`src/rtl/i2cbe_pkg.sv`:
```
// ----------------------------------------------------------------------------
// i2cbe_pkg
// Shared codes, constants and types of the I2C master bit engine.
// ----------------------------------------------------------------------------
`timescale 1ns / 1ps

package i2cbe_pkg;

  // Command codes, also the engine state (idle is zero)
  localparam logic [2:0] CMD_IDLE  = 3'd0;
  localparam logic [2:0] CMD_START = 3'd1;
  localparam logic [2:0] CMD_STOP  = 3'd2;
  localparam logic [2:0] CMD_SEND  = 3'd3;
  localparam logic [2:0] CMD_WAIT  = 3'd4;
  localparam logic [2:0] CMD_RECV  = 3'd5;
  localparam logic [2:0] CMD_ACK   = 3'd6;

  // Start status codes
  localparam logic [1:0] ST_OK    = 2'd0;
  localparam logic [1:0] ST_BUSY  = 2'd1;
  localparam logic [1:0] ST_ERROR = 2'd2;

  // Register index of the delay register
  localparam logic REG_DELAY_TICKS = 1'b0;

  localparam logic [7:0]  DELAY_RESET = 8'd15;
  localparam int unsigned QUEUE_DEPTH = 2;

  // One classified request as it waits in the queue
  typedef struct packed {
    logic       is_cmd;
    logic [2:0] mode;
    logic [7:0] tx_byte;
    logic       ack_level;
    logic       sda_in;
  } item_t;

  // Queue status seen by the engine
  typedef struct packed {
    logic empty;
    logic full;
  } q_stat_t;

endpackage

```
`src/rtl/i2cbe_if.sv`:
```
// ----------------------------------------------------------------------------
// i2cbe_in_if / i2cbe_out_if
// Valid/ready channels carrying tick requests and per-tick results.
// ----------------------------------------------------------------------------
`timescale 1ns / 1ps

interface i2cbe_in_if;
  logic       valid;
  logic       ready;
  logic [2:0] mode;
  logic [7:0] tx_byte;
  logic       ack_level;
  logic       sda_in;

  modport source (output valid, mode, tx_byte, ack_level, sda_in, input ready);
  modport sink   (input valid, mode, tx_byte, ack_level, sda_in, output ready);
endinterface

interface i2cbe_out_if;
  logic       valid;
  logic       ready;
  logic       scl_drive;
  logic       sda_drive;
  logic       busy_res;
  logic       done_res;
  logic [7:0] rx_data;
  logic       ack_seen;
  logic [1:0] status;

  modport source (output valid, scl_drive, sda_drive, busy_res, done_res, rx_data,
                  ack_seen, status, input ready);
  modport sink   (input valid, scl_drive, sda_drive, busy_res, done_res, rx_data,
                  ack_seen, status, output ready);
endinterface

```
`src/rtl/i2cbe_front.sv`:
```
// ----------------------------------------------------------------------------
// i2cbe_front
// Accept tick requests, classify the mode and hold them in a short queue.
// ----------------------------------------------------------------------------
`timescale 1ns / 1ps

module i2cbe_front #(
  parameter int unsigned QDepth = i2cbe_pkg::QUEUE_DEPTH
) (
  input  logic              clk_i,
  input  logic              rst_ni,
  i2cbe_in_if.sink          in_i,
  input  logic              pop_i,
  output i2cbe_pkg::item_t  head_o,
  output i2cbe_pkg::q_stat_t stat_o
);

  localparam int unsigned PtrW = (QDepth > 1) ? $clog2(QDepth) : 1;
  localparam int unsigned CntW = $clog2(QDepth + 1);

  i2cbe_pkg::item_t mem_q [QDepth];
  logic [PtrW-1:0]  wr_ptr_q, wr_ptr_d;
  logic [PtrW-1:0]  rd_ptr_q, rd_ptr_d;
  logic [CntW-1:0]  cnt_q, cnt_d;
  logic             push;
  i2cbe_pkg::item_t new_item;

  // Tag real commands so the engine only checks one bit
  always_comb begin
    new_item.is_cmd    = in_i.mode inside {[i2cbe_pkg::CMD_START:i2cbe_pkg::CMD_ACK]};
    new_item.mode      = in_i.mode;
    new_item.tx_byte   = in_i.tx_byte;
    new_item.ack_level = in_i.ack_level;
    new_item.sda_in    = in_i.sda_in;
  end

  assign stat_o.empty = (cnt_q == '0);
  assign stat_o.full  = (cnt_q == CntW'(QDepth));
  assign in_i.ready   = !stat_o.full;
  assign push         = in_i.valid && in_i.ready;
  assign head_o       = mem_q[rd_ptr_q];

  always_comb begin
    wr_ptr_d = wr_ptr_q;
    rd_ptr_d = rd_ptr_q;
    cnt_d    = cnt_q;
    if (push) begin
      wr_ptr_d = (wr_ptr_q == PtrW'(QDepth - 1)) ? '0 : wr_ptr_q + 1'b1;
    end
    if (pop_i) begin
      rd_ptr_d = (rd_ptr_q == PtrW'(QDepth - 1)) ? '0 : rd_ptr_q + 1'b1;
    end
    if (push && !pop_i) begin
      cnt_d = cnt_q + 1'b1;
    end else if (pop_i && !push) begin
      cnt_d = cnt_q - 1'b1;
    end
  end

  always_ff @(posedge clk_i or negedge rst_ni) begin
    if (!rst_ni) begin
      wr_ptr_q <= '0;
      rd_ptr_q <= '0;
      cnt_q    <= '0;
    end else begin
      wr_ptr_q <= wr_ptr_d;
      rd_ptr_q <= rd_ptr_d;
      cnt_q    <= cnt_d;
    end
  end

  always_ff @(posedge clk_i) begin
    if (push) begin
      mem_q[wr_ptr_q] <= new_item;
    end
  end

endmodule

```
`src/rtl/i2cbe_engine.sv`:
```
// ----------------------------------------------------------------------------
// i2cbe_engine
// Bit sequencer: advance one tick per popped request, register the result.
// ----------------------------------------------------------------------------
`timescale 1ns / 1ps

module i2cbe_engine (
  input  logic               clk_i,
  input  logic               rst_ni,
  input  i2cbe_pkg::item_t   head_i,
  input  i2cbe_pkg::q_stat_t stat_i,
  input  logic [7:0]         delay_ticks_i,
  output logic               pop_o,
  i2cbe_out_if.source        out_o
);

  localparam logic [3:0] BYTE_BITS = 4'd8;

  typedef struct packed {
    logic       scl;
    logic       sda;
    logic [7:0] shift;
  } seg_t;

  // Line change at the head of a delay segment
  function automatic seg_t seg_begin(input logic [2:0] cmd, input logic [1:0] step,
                                     input logic [7:0] shift, input logic scl,
                                     input logic sda);
    seg_t r;
    r.scl   = scl;
    r.sda   = sda;
    r.shift = shift;
    case (cmd)
      i2cbe_pkg::CMD_START: begin
        if (step == 2'd0) begin
          r.scl = 1'b1;
          r.sda = 1'b1;
        end else if (step == 2'd1) begin
          r.sda = 1'b0;
        end else begin
          r.scl = 1'b0;
        end
      end
      i2cbe_pkg::CMD_STOP: begin
        case (step)
          2'd0:    r.scl = 1'b0;
          2'd1:    r.sda = 1'b0;
          2'd2:    r.scl = 1'b1;
          default: r.sda = 1'b1;
        endcase
      end
      i2cbe_pkg::CMD_ACK: begin
        case (step)
          2'd0:    r.scl = 1'b0;
          2'd1:    r.sda = shift[7];
          2'd2:    r.scl = 1'b1;
          default: r.scl = 1'b0;
        endcase
      end
      i2cbe_pkg::CMD_WAIT: begin
        if (step == 2'd0) begin
          r.scl = 1'b0;
        end else if (step == 2'd1) begin
          r.sda = 1'b1;
        end else begin
          r.scl = 1'b1;
        end
      end
      i2cbe_pkg::CMD_SEND: begin
        if (step == 2'd0) begin
          r.scl = 1'b0;
        end else if (step == 2'd1) begin
          r.sda   = shift[7];
          r.shift = {shift[6:0], 1'b0};
        end else begin
          r.scl = 1'b1;
        end
      end
      i2cbe_pkg::CMD_RECV: begin
        if (step == 2'd0) begin
          r.scl = 1'b0;
          r.sda = 1'b1;
        end else begin
          r.scl = 1'b1;
        end
      end
      default: ;
    endcase
    return r;
  endfunction

  logic [2:0] cmd_q, cmd_d;
  logic [1:0] step_q, step_d;
  logic [3:0] bits_q, bits_d;
  logic [7:0] dly_q, dly_d;
  logic [7:0] shift_q, shift_d;
  logic [7:0] rx_q, rx_d;
  logic       scl_q, scl_d;
  logic       sda_q, sda_d;
  logic       ack_q, ack_d;
  logic [1:0] status_q, status_d;
  logic       done;
  logic       fin;
  logic       adv;
  logic       do_begin;
  seg_t       seg;
  logic [7:0] dly_load;
  logic       out_valid_q;

  assign dly_load = (delay_ticks_i == 8'd0) ? 8'd1 : delay_ticks_i;
  assign pop_o    = !stat_i.empty && (!out_valid_q || out_o.ready);

  always_comb begin
    cmd_d    = cmd_q;
    step_d   = step_q;
    bits_d   = bits_q;
    dly_d    = dly_q;
    shift_d  = shift_q;
    rx_d     = rx_q;
    scl_d    = scl_q;
    sda_d    = sda_q;
    ack_d    = ack_q;
    status_d = status_q;
    done     = 1'b0;
    fin      = 1'b0;
    adv      = 1'b0;
    do_begin = 1'b0;
    seg      = '0;

    if (cmd_q == i2cbe_pkg::CMD_IDLE) begin
      if (head_i.is_cmd) begin
        cmd_d  = head_i.mode;
        step_d = 2'd0;
        bits_d = 4'd0;
        if (head_i.mode == i2cbe_pkg::CMD_SEND) begin
          shift_d = head_i.tx_byte;
        end else if (head_i.mode == i2cbe_pkg::CMD_ACK) begin
          shift_d = {head_i.ack_level, 7'd0};
        end else begin
          shift_d = 8'd0;
        end
        do_begin = 1'b1;
      end
    end else if (dly_q <= 8'd1) begin
      dly_d = 8'd0;
      case (cmd_q)
        i2cbe_pkg::CMD_START: begin
          if (step_q == 2'd0 && !head_i.sda_in) begin
            status_d = i2cbe_pkg::ST_BUSY;
            fin      = 1'b1;
          end else if (step_q == 2'd1 && head_i.sda_in) begin
            status_d = i2cbe_pkg::ST_ERROR;
            fin      = 1'b1;
          end else if (step_q >= 2'd2) begin
            status_d = i2cbe_pkg::ST_OK;
            fin      = 1'b1;
          end else begin
            adv = 1'b1;
          end
        end
        i2cbe_pkg::CMD_STOP, i2cbe_pkg::CMD_ACK: begin
          if (step_q == 2'd3) begin
            fin = 1'b1;
          end else begin
            adv = 1'b1;
          end
        end
        i2cbe_pkg::CMD_WAIT: begin
          if (step_q >= 2'd2) begin
            ack_d = !head_i.sda_in;
            scl_d = 1'b0;
            fin   = 1'b1;
          end else begin
            adv = 1'b1;
          end
        end
        i2cbe_pkg::CMD_SEND: begin
          if (step_q >= 2'd2) begin
            bits_d = bits_q + 4'd1;
            if (bits_d == BYTE_BITS) begin
              scl_d = 1'b0;
              fin   = 1'b1;
            end else begin
              step_d   = 2'd0;
              do_begin = 1'b1;
            end
          end else begin
            adv = 1'b1;
          end
        end
        i2cbe_pkg::CMD_RECV: begin
          if (step_q >= 2'd1) begin
            shift_d = {shift_q[6:0], head_i.sda_in};
            bits_d  = bits_q + 4'd1;
            if (bits_d == BYTE_BITS) begin
              rx_d  = shift_d;
              scl_d = 1'b0;
              fin   = 1'b1;
            end else begin
              step_d   = 2'd0;
              do_begin = 1'b1;
            end
          end else begin
            adv = 1'b1;
          end
        end
        default: fin = 1'b1;
      endcase
      if (adv) begin
        step_d   = step_q + 2'd1;
        do_begin = 1'b1;
      end
      if (fin) begin
        cmd_d  = i2cbe_pkg::CMD_IDLE;
        step_d = 2'd0;
        bits_d = 4'd0;
        dly_d  = 8'd0;
        done   = 1'b1;
      end
    end else begin
      dly_d = dly_q - 8'd1;
    end

    if (do_begin) begin
      seg     = seg_begin(cmd_d, step_d, shift_d, scl_d, sda_d);
      scl_d   = seg.scl;
      sda_d   = seg.sda;
      shift_d = seg.shift;
      dly_d   = dly_load;
    end
  end

  always_ff @(posedge clk_i or negedge rst_ni) begin
    if (!rst_ni) begin
      cmd_q    <= i2cbe_pkg::CMD_IDLE;
      step_q   <= '0;
      bits_q   <= '0;
      dly_q    <= '0;
      shift_q  <= '0;
      rx_q     <= '0;
      scl_q    <= 1'b1;
      sda_q    <= 1'b1;
      ack_q    <= 1'b0;
      status_q <= i2cbe_pkg::ST_OK;
    end else if (pop_o) begin
      cmd_q    <= cmd_d;
      step_q   <= step_d;
      bits_q   <= bits_d;
      dly_q    <= dly_d;
      shift_q  <= shift_d;
      rx_q     <= rx_d;
      scl_q    <= scl_d;
      sda_q    <= sda_d;
      ack_q    <= ack_d;
      status_q <= status_d;
    end
  end

  always_ff @(posedge clk_i or negedge rst_ni) begin
    if (!rst_ni) begin
      out_valid_q <= 1'b0;
    end else if (pop_o) begin
      out_valid_q <= 1'b1;
    end else if (out_o.ready) begin
      out_valid_q <= 1'b0;
    end
  end

  // Result register: hold while the sink stalls
  always_ff @(posedge clk_i) begin
    if (pop_o) begin
      out_o.scl_drive <= scl_d;
      out_o.sda_drive <= sda_d;
      out_o.busy_res  <= (cmd_d != i2cbe_pkg::CMD_IDLE);
      out_o.done_res  <= done;
      out_o.rx_data   <= rx_d;
      out_o.ack_seen  <= ack_d;
      out_o.status    <= status_d;
    end
  end

  assign out_o.valid = out_valid_q;

endmodule

```
`src/rtl/i2c_master_bit_engine_core.sv`:
```
// A request is written into the front queue; when the sequencer pops it, its result is registered.
// Throughput: one request per cycle while the sink takes results; the sequencer then retires one tick each cycle.
// A stalled result register holds the sequencer; the queue (two entries by default) then fills.
// Reset: sequencer idle, SCL and SDA released high, flags and data cleared,
// delay_ticks back to 15, queue empty. No clearing pass is needed.
// ----------------------------------------------------------------------------
// i2c_master_bit_engine_core
// Bit-banged I2C master: front queue, tick sequencer and APB delay register.
// ----------------------------------------------------------------------------
`timescale 1ns / 1ps

module i2c_master_bit_engine_core #(
  parameter int unsigned QDepth = i2cbe_pkg::QUEUE_DEPTH
) (
  input  logic        clk_i,
  input  logic        rst_ni,
  i2cbe_in_if.sink    in_i,
  i2cbe_out_if.source out_o,
  input  logic        psel,
  input  logic        penable,
  input  logic        pwrite,
  input  logic [2:0]  paddr,
  input  logic [31:0] pwdata,
  output logic [31:0] prdata,
  output logic        pready
);

  i2cbe_pkg::item_t   head;
  i2cbe_pkg::q_stat_t q_stat;
  logic               eng_pop;
  logic [7:0]         delay_q;
  logic               reg_sel;

  // Word index of the register; only the delay register exists
  assign reg_sel = (paddr[2] == i2cbe_pkg::REG_DELAY_TICKS);
  assign pready  = 1'b1;
  assign prdata  = reg_sel ? {24'd0, delay_q} : 32'd0;

  // Take the write on the access phase; the block is idle by contract
  always_ff @(posedge clk_i or negedge rst_ni) begin
    if (!rst_ni) begin
      delay_q <= i2cbe_pkg::DELAY_RESET;
    end else if (psel && penable && pwrite && pready && reg_sel) begin
      delay_q <= pwdata[7:0];
    end
  end

  // Front: accept and classify requests, buffer them ahead of the sequencer
  i2cbe_front #(
    .QDepth (QDepth)
  ) u_front (
    .clk_i  (clk_i),
    .rst_ni (rst_ni),
    .in_i   (in_i),
    .pop_i  (eng_pop),
    .head_o (head),
    .stat_o (q_stat)
  );

  // Back: advance the bus sequencer one tick per popped request
  i2cbe_engine u_engine (
    .clk_i         (clk_i),
    .rst_ni        (rst_ni),
    .head_i        (head),
    .stat_i        (q_stat),
    .delay_ticks_i (delay_q),
    .pop_o         (eng_pop),
    .out_o         (out_o)
  );

  // The sequencer never pops an empty queue
  a_pop_nonempty: assert property (@(posedge clk_i) disable iff (!rst_ni)
    eng_pop |-> !q_stat.empty)
    else $error("sequencer popped an empty queue");

  // A finishing tick reports not busy
  a_done_not_busy: assert property (@(posedge clk_i) disable iff (!rst_ni)
    out_o.valid |-> !(out_o.busy_res && out_o.done_res))
    else $error("done and busy reported together");

  // Status holds one of the defined start outcomes
  a_status_code: assert property (@(posedge clk_i) disable iff (!rst_ni)
    out_o.valid |-> (out_o.status == i2cbe_pkg::ST_OK ||
                     out_o.status == i2cbe_pkg::ST_BUSY ||
                     out_o.status == i2cbe_pkg::ST_ERROR))
    else $error("undefined status code");

  // A full queue means the sequencer is held back by the result register
  a_full_stall: assert property (@(posedge clk_i) disable iff (!rst_ni)
    q_stat.full && !eng_pop |-> out_o.valid && !out_o.ready)
    else $error("queue full while sequencer free");

endmodule
```
`src/flat_wrapper.sv`:
```
// flat-port wrapper written by rule: the top's interface ports become plain ports
module i2c_master_bit_engine_core_flat 
#(
  parameter int unsigned QDepth = i2cbe_pkg::QUEUE_DEPTH
)
  (clk_i, rst_ni, psel, penable, pwrite, paddr, pwdata, prdata, pready, in_i_valid, in_i_mode, in_i_tx_byte, in_i_ack_level, in_i_sda_in, in_i_ready, out_o_valid, out_o_scl_drive, out_o_sda_drive, out_o_busy_res, out_o_done_res, out_o_rx_data, out_o_ack_seen, out_o_status, out_o_ready);
  i2cbe_in_if in_i_i ();
  i2cbe_out_if out_o_i ();
  input  logic clk_i;
  input  logic rst_ni;
  input  logic psel;
  input  logic penable;
  input  logic pwrite;
  input  logic [2:0] paddr;
  input  logic [31:0] pwdata;
  output logic [31:0] prdata;
  output logic pready;
  input wire logic [$bits(in_i_i.valid)-1:0] in_i_valid;
  input wire logic [$bits(in_i_i.mode)-1:0] in_i_mode;
  input wire logic [$bits(in_i_i.tx_byte)-1:0] in_i_tx_byte;
  input wire logic [$bits(in_i_i.ack_level)-1:0] in_i_ack_level;
  input wire logic [$bits(in_i_i.sda_in)-1:0] in_i_sda_in;
  output wire logic [$bits(in_i_i.ready)-1:0] in_i_ready;
  output wire logic [$bits(out_o_i.valid)-1:0] out_o_valid;
  output wire logic [$bits(out_o_i.scl_drive)-1:0] out_o_scl_drive;
  output wire logic [$bits(out_o_i.sda_drive)-1:0] out_o_sda_drive;
  output wire logic [$bits(out_o_i.busy_res)-1:0] out_o_busy_res;
  output wire logic [$bits(out_o_i.done_res)-1:0] out_o_done_res;
  output wire logic [$bits(out_o_i.rx_data)-1:0] out_o_rx_data;
  output wire logic [$bits(out_o_i.ack_seen)-1:0] out_o_ack_seen;
  output wire logic [$bits(out_o_i.status)-1:0] out_o_status;
  input wire logic [$bits(out_o_i.ready)-1:0] out_o_ready;
  assign in_i_i.valid = in_i_valid;
  assign in_i_i.mode = in_i_mode;
  assign in_i_i.tx_byte = in_i_tx_byte;
  assign in_i_i.ack_level = in_i_ack_level;
  assign in_i_i.sda_in = in_i_sda_in;
  assign in_i_ready = in_i_i.ready;
  assign out_o_valid = out_o_i.valid;
  assign out_o_scl_drive = out_o_i.scl_drive;
  assign out_o_sda_drive = out_o_i.sda_drive;
  assign out_o_busy_res = out_o_i.busy_res;
  assign out_o_done_res = out_o_i.done_res;
  assign out_o_rx_data = out_o_i.rx_data;
  assign out_o_ack_seen = out_o_i.ack_seen;
  assign out_o_status = out_o_i.status;
  assign out_o_i.ready = out_o_ready;
  i2c_master_bit_engine_core #(.QDepth(QDepth)) u_core (.clk_i(clk_i), .rst_ni(rst_ni), .in_i(in_i_i), .out_o(out_o_i), .psel(psel), .penable(penable), .pwrite(pwrite), .paddr(paddr), .pwdata(pwdata), .prdata(prdata), .pready(pready));
endmodule
```
`config.mk`:
```
export PLATFORM = sky130hd
export DESIGN_NAME = i2c_master_bit_engine_core_flat
export DESIGN_NICKNAME = d
export VERILOG_FILES = /design/src/rtl/i2cbe_pkg.sv /design/src/rtl/i2cbe_if.sv /design/src/rtl/i2cbe_front.sv /design/src/rtl/i2cbe_engine.sv /design/src/rtl/i2c_master_bit_engine_core.sv /design/src/flat_wrapper.sv
export SDC_FILE = /design/constraint.sdc
export NUM_CORES = 1
export LEC_CHECK = 0
export BUFFER_PORTS_ARGS = -buffer_cell sky130_fd_sc_hd__buf_2
export CAP_MARGIN = 20
export CORE_AREA = 3 3 99 101
export CTS_CLUSTER_DIAMETER = 150
export DETAILED_ROUTE_END_ITERATION = 6
export DIE_AREA = 0 0 102 104
export GPL_TIMING_DRIVEN = 0
export MAX_ROUTING_LAYER = met4
export PLACE_DENSITY = 0.93
export SYNTH_ARGS = -nofsm -noshare
export SYNTH_HDL_FRONTEND = slang
export SYNTH_HIERARCHICAL = 1
export SYNTH_SLANG_ARGS = --single-unit
```
`constraint.sdc`:
```
create_clock -name clk_i -period 8.1 [get_ports clk_i]
set_input_delay 1.215 -clock clk_i [delete_from_list [all_inputs] [get_ports clk_i]]
set_output_delay 1.215 -clock clk_i [all_outputs]
set_load 0.02 [all_outputs]
```
==> results_dict.tcl <==
set metrics [dict create \
    clk_latency_ps 350 \
    cap_violations 0 \
    port_buffers 53 \
    power_frac_clock_pct 13.3 \
    seq_area_sq_um 2570 \
    hold_viol_final 0 \
    fin_crit_ps 4190 \
    diodes 0 \
    cts_buffers 9 \
    cp_top_family "simple AND/OR/NAND/NOR gates" \
    fin_crit_sh_pct 51.7 \
    rsz0062_at_grt "no" \
    ys_warn_count 6 \
    finClkSkew_ps 9.76 \
    vias 4038 \
    grt_pass1_wl_microns 18600 \
    post_cts_buffers 0 \
    fmax_mhz 239 \
    cts.repair.resized 0 \
    seq_power_share_pct 35.2 \
    die-area_sq_um 10600 \
    ctsHoldBuffers 0 \
    drv_slew 0 \
    intPower_w 0.00124 \
    hold_class "flop to flop" \
    grt_max_degree 40 \
    place_hpwl_microns 8420 \
    p_per_area_nw_per_um2 368 \
    peakVddDrop_mv 0.232 \
    critical_path.slowest_cell "nor4_4" \
    start_util_pct 58.7 \
    regToRegSetupSlack_ps 3910 \
    required_ps 8330 \
    antenna_found_initial 0 \
    p_leak_nw 2.71 \
    power_frac_comb_pct 51.5 \
    reg2reg_from "u_core/u_front/rd_ptr_q" \
    drive_gt1_share_pct 27.8 \
    overflow 0 \
    path_max_fanout 9 \
    dr.pass1.iters 5 \
    finalNonFillerCells 708 \
    worst-setup-path-type "flop to flop" \
    finalWeightedCongestion 0.950 \
    synthesis.area_sq_um 5340 \
    htreeDepth 3 \
    die_w_microns 102 \
    cp-start-kind "flop" \
    p_switching_w 0.000997 \
    drc 0 \
    worstMarginPinSlew_ps 817 \
    clk_pin_slew_worst_paths_ps 100 \
    synthCells 502 \
    endpoint_kind "flop" \
    finalPower_w 0.00223 \
    cpMostUsedCell "mux2i_1" \
    ioPinCount 105 \
    clock-sinks 94 \
    cts_root_buf "clkbuf_8" \
    path_buf_inv 1 \
    grt_pass1_vias 3859 \
    status "finished clean" \
    routed_wl_microns 11200 \
    fillers 724 \
    cts_tree "built" \
    dp.cells 691 \
    setup-violations-final 0 \
    startpoint "u_core/u_front/rd_ptr_q" \
    area_delta_synth_final_pct 13.6 \
    post_drt_wl_per_cell_microns 15.8 \
    die_h_microns 104 \
    tns_ps 0 \
    multi_input_area_sq_um 2510 \
    cts_max_path_buffers 2 \
    std_cell_rows 35 \
    design.core.area_sq_um 9110 \
    cp_data_arrival_time_ps 4420 \
    final_nets 660 \
    viasPerCell 5.70 \
    hp-start "u_core/u_engine/rx_q[7]" \
    p_sw_share_pct 44.6 \
    syn_area_per_cell_sq_um 10.6 \
    cp_cell_sequence "buf_6, mux2_2, mux2i_1, o2111ai_1, or3b_4, nand3_1, a21boi_1, ha_1, nor2b_1, nand2_1, nor4_4, mux2i_1, o21ai_1" \
    grt_use_total_pct 22.3 \
    max_slew_margin_pct 45.4 \
    ant_nets 0 \
    max_stage_delay_ps 570 \
    drt_iter0_markers 316 \
]
[layout by cell type, fill, tap and decap left out, drive strengths merged, types with 3 or more instances in the layout]
cell,instances
nor2b,4
a21oi,17
a211oi,3
a31oi,3
nor3b,3
a22o,3
nand2,73
a221o,7
buf,88
and2b,8
or3,4
nand3b,3
nor4,7
clkbuf,20
nor2,33
nand2b,7
clkinv,3
o31ai,4
and3,3
a22oi,8
and2,3
mux2i,9
edfxtp,43
dfrtp,45
xor2,3
ha,13
mux2,32
inv,19
nor3,11
o211ai,4
a21boi,4
o21ai,43
dfstp,6
conb,25
[worst paths after layout]
| path | depth (start not counted) | endpoint |
|---|---|---|
| hold / removal | 2 | u_core/u_engine/rx_q[7] |
| min in group asynchronous | 1 | u_core/u_engine/rx_q[3] |
| setup / recovery | 13 | u_core/u_engine/shift_q[6] |
| hold reg to reg | 2 | u_core/u_engine/rx_q[7] |
| max in group asynchronous | 2 | u_core/delay_q[1] |
| setup reg to reg | 13 | u_core/u_engine/shift_q[6] |
[routing by layer]
layer / track usage (%) / wire length, microns / vias up
met3: 2.82 / 543 / 21
met2: 36.8 / 5690 / 156
met1: 29.4 / 4830 / 1913
li1: - / - / 1948
met4: 5.53 / 141 / 0
met5: - / 0 / -
[stage by stage]
step           hold slack (ps)  setup WS, ps  instance area [sq um]  utilization (%)
2_1_floorplan              442          4650                   5430                -
4_1_cts                    488          4030                   6060             66.5
3_5_place_dp               464          4050                   5870             64.4
6_report                   488          3910                   6070             66.6
3_3_place_gp               453          4230                   5830             64.0
5_1_grt                    516          3680                   6070             66.6
[layout make-up]
cell class	instances	area share, %
flip-flops and latches	94	42.4
multi-input cells	372	41.4
repair buffers	56	5.07
plain buffers	43	4.68
well taps	111	2.29
clock buffers	9	2.04
clock inverters	7	1.13
inverters	16	0.990
[flip-flops by register name, summed over array words and instances, names as in the netlist, 2 cells and up]
register                       flops
u_core/u_engine/shift_q            8
u_core/delay_q                     8
u_core/u_engine/out_o.status       2
u_core/u_engine/status_q           2
u_core/u_engine/bits_q             4
u_core/u_engine/rx_q               8
u_core/u_front/cnt_q               2
u_core/u_front/mem_q              28
u_core/u_engine/dly_q              8
u_core/u_engine/cmd_q              3
u_core/u_engine/step_q             2
u_core/u_engine/out_o.rx_data      8
[power by group through the flow]
stage                     clock, W  combinational [W]  sequential, W
after floorplan                  0           0.000822       0.000812
after global placement           0            0.00107       0.000784
after detailed placement         0            0.00113       0.000795
after CTS                 0.000303            0.00113       0.000786
after global routing      0.000326            0.00126       0.000805
final                     0.000297            0.00115       0.000787
[worst reg2reg max path, cell delays in order (launching register included)]
cell       delay, ps
dfrtp_1          360
buf_6            140
mux2_2           410
mux2i_1          160
o2111ai_1        220
or3b_4           440
nand3_1          120
a21boi_1         480
ha_1             410
nor2b_1          260
nand2_1          140
nor4_4           570
mux2i_1          290
o21ai_1           70
No activity file was read; power rests on OpenSTA's default activity.
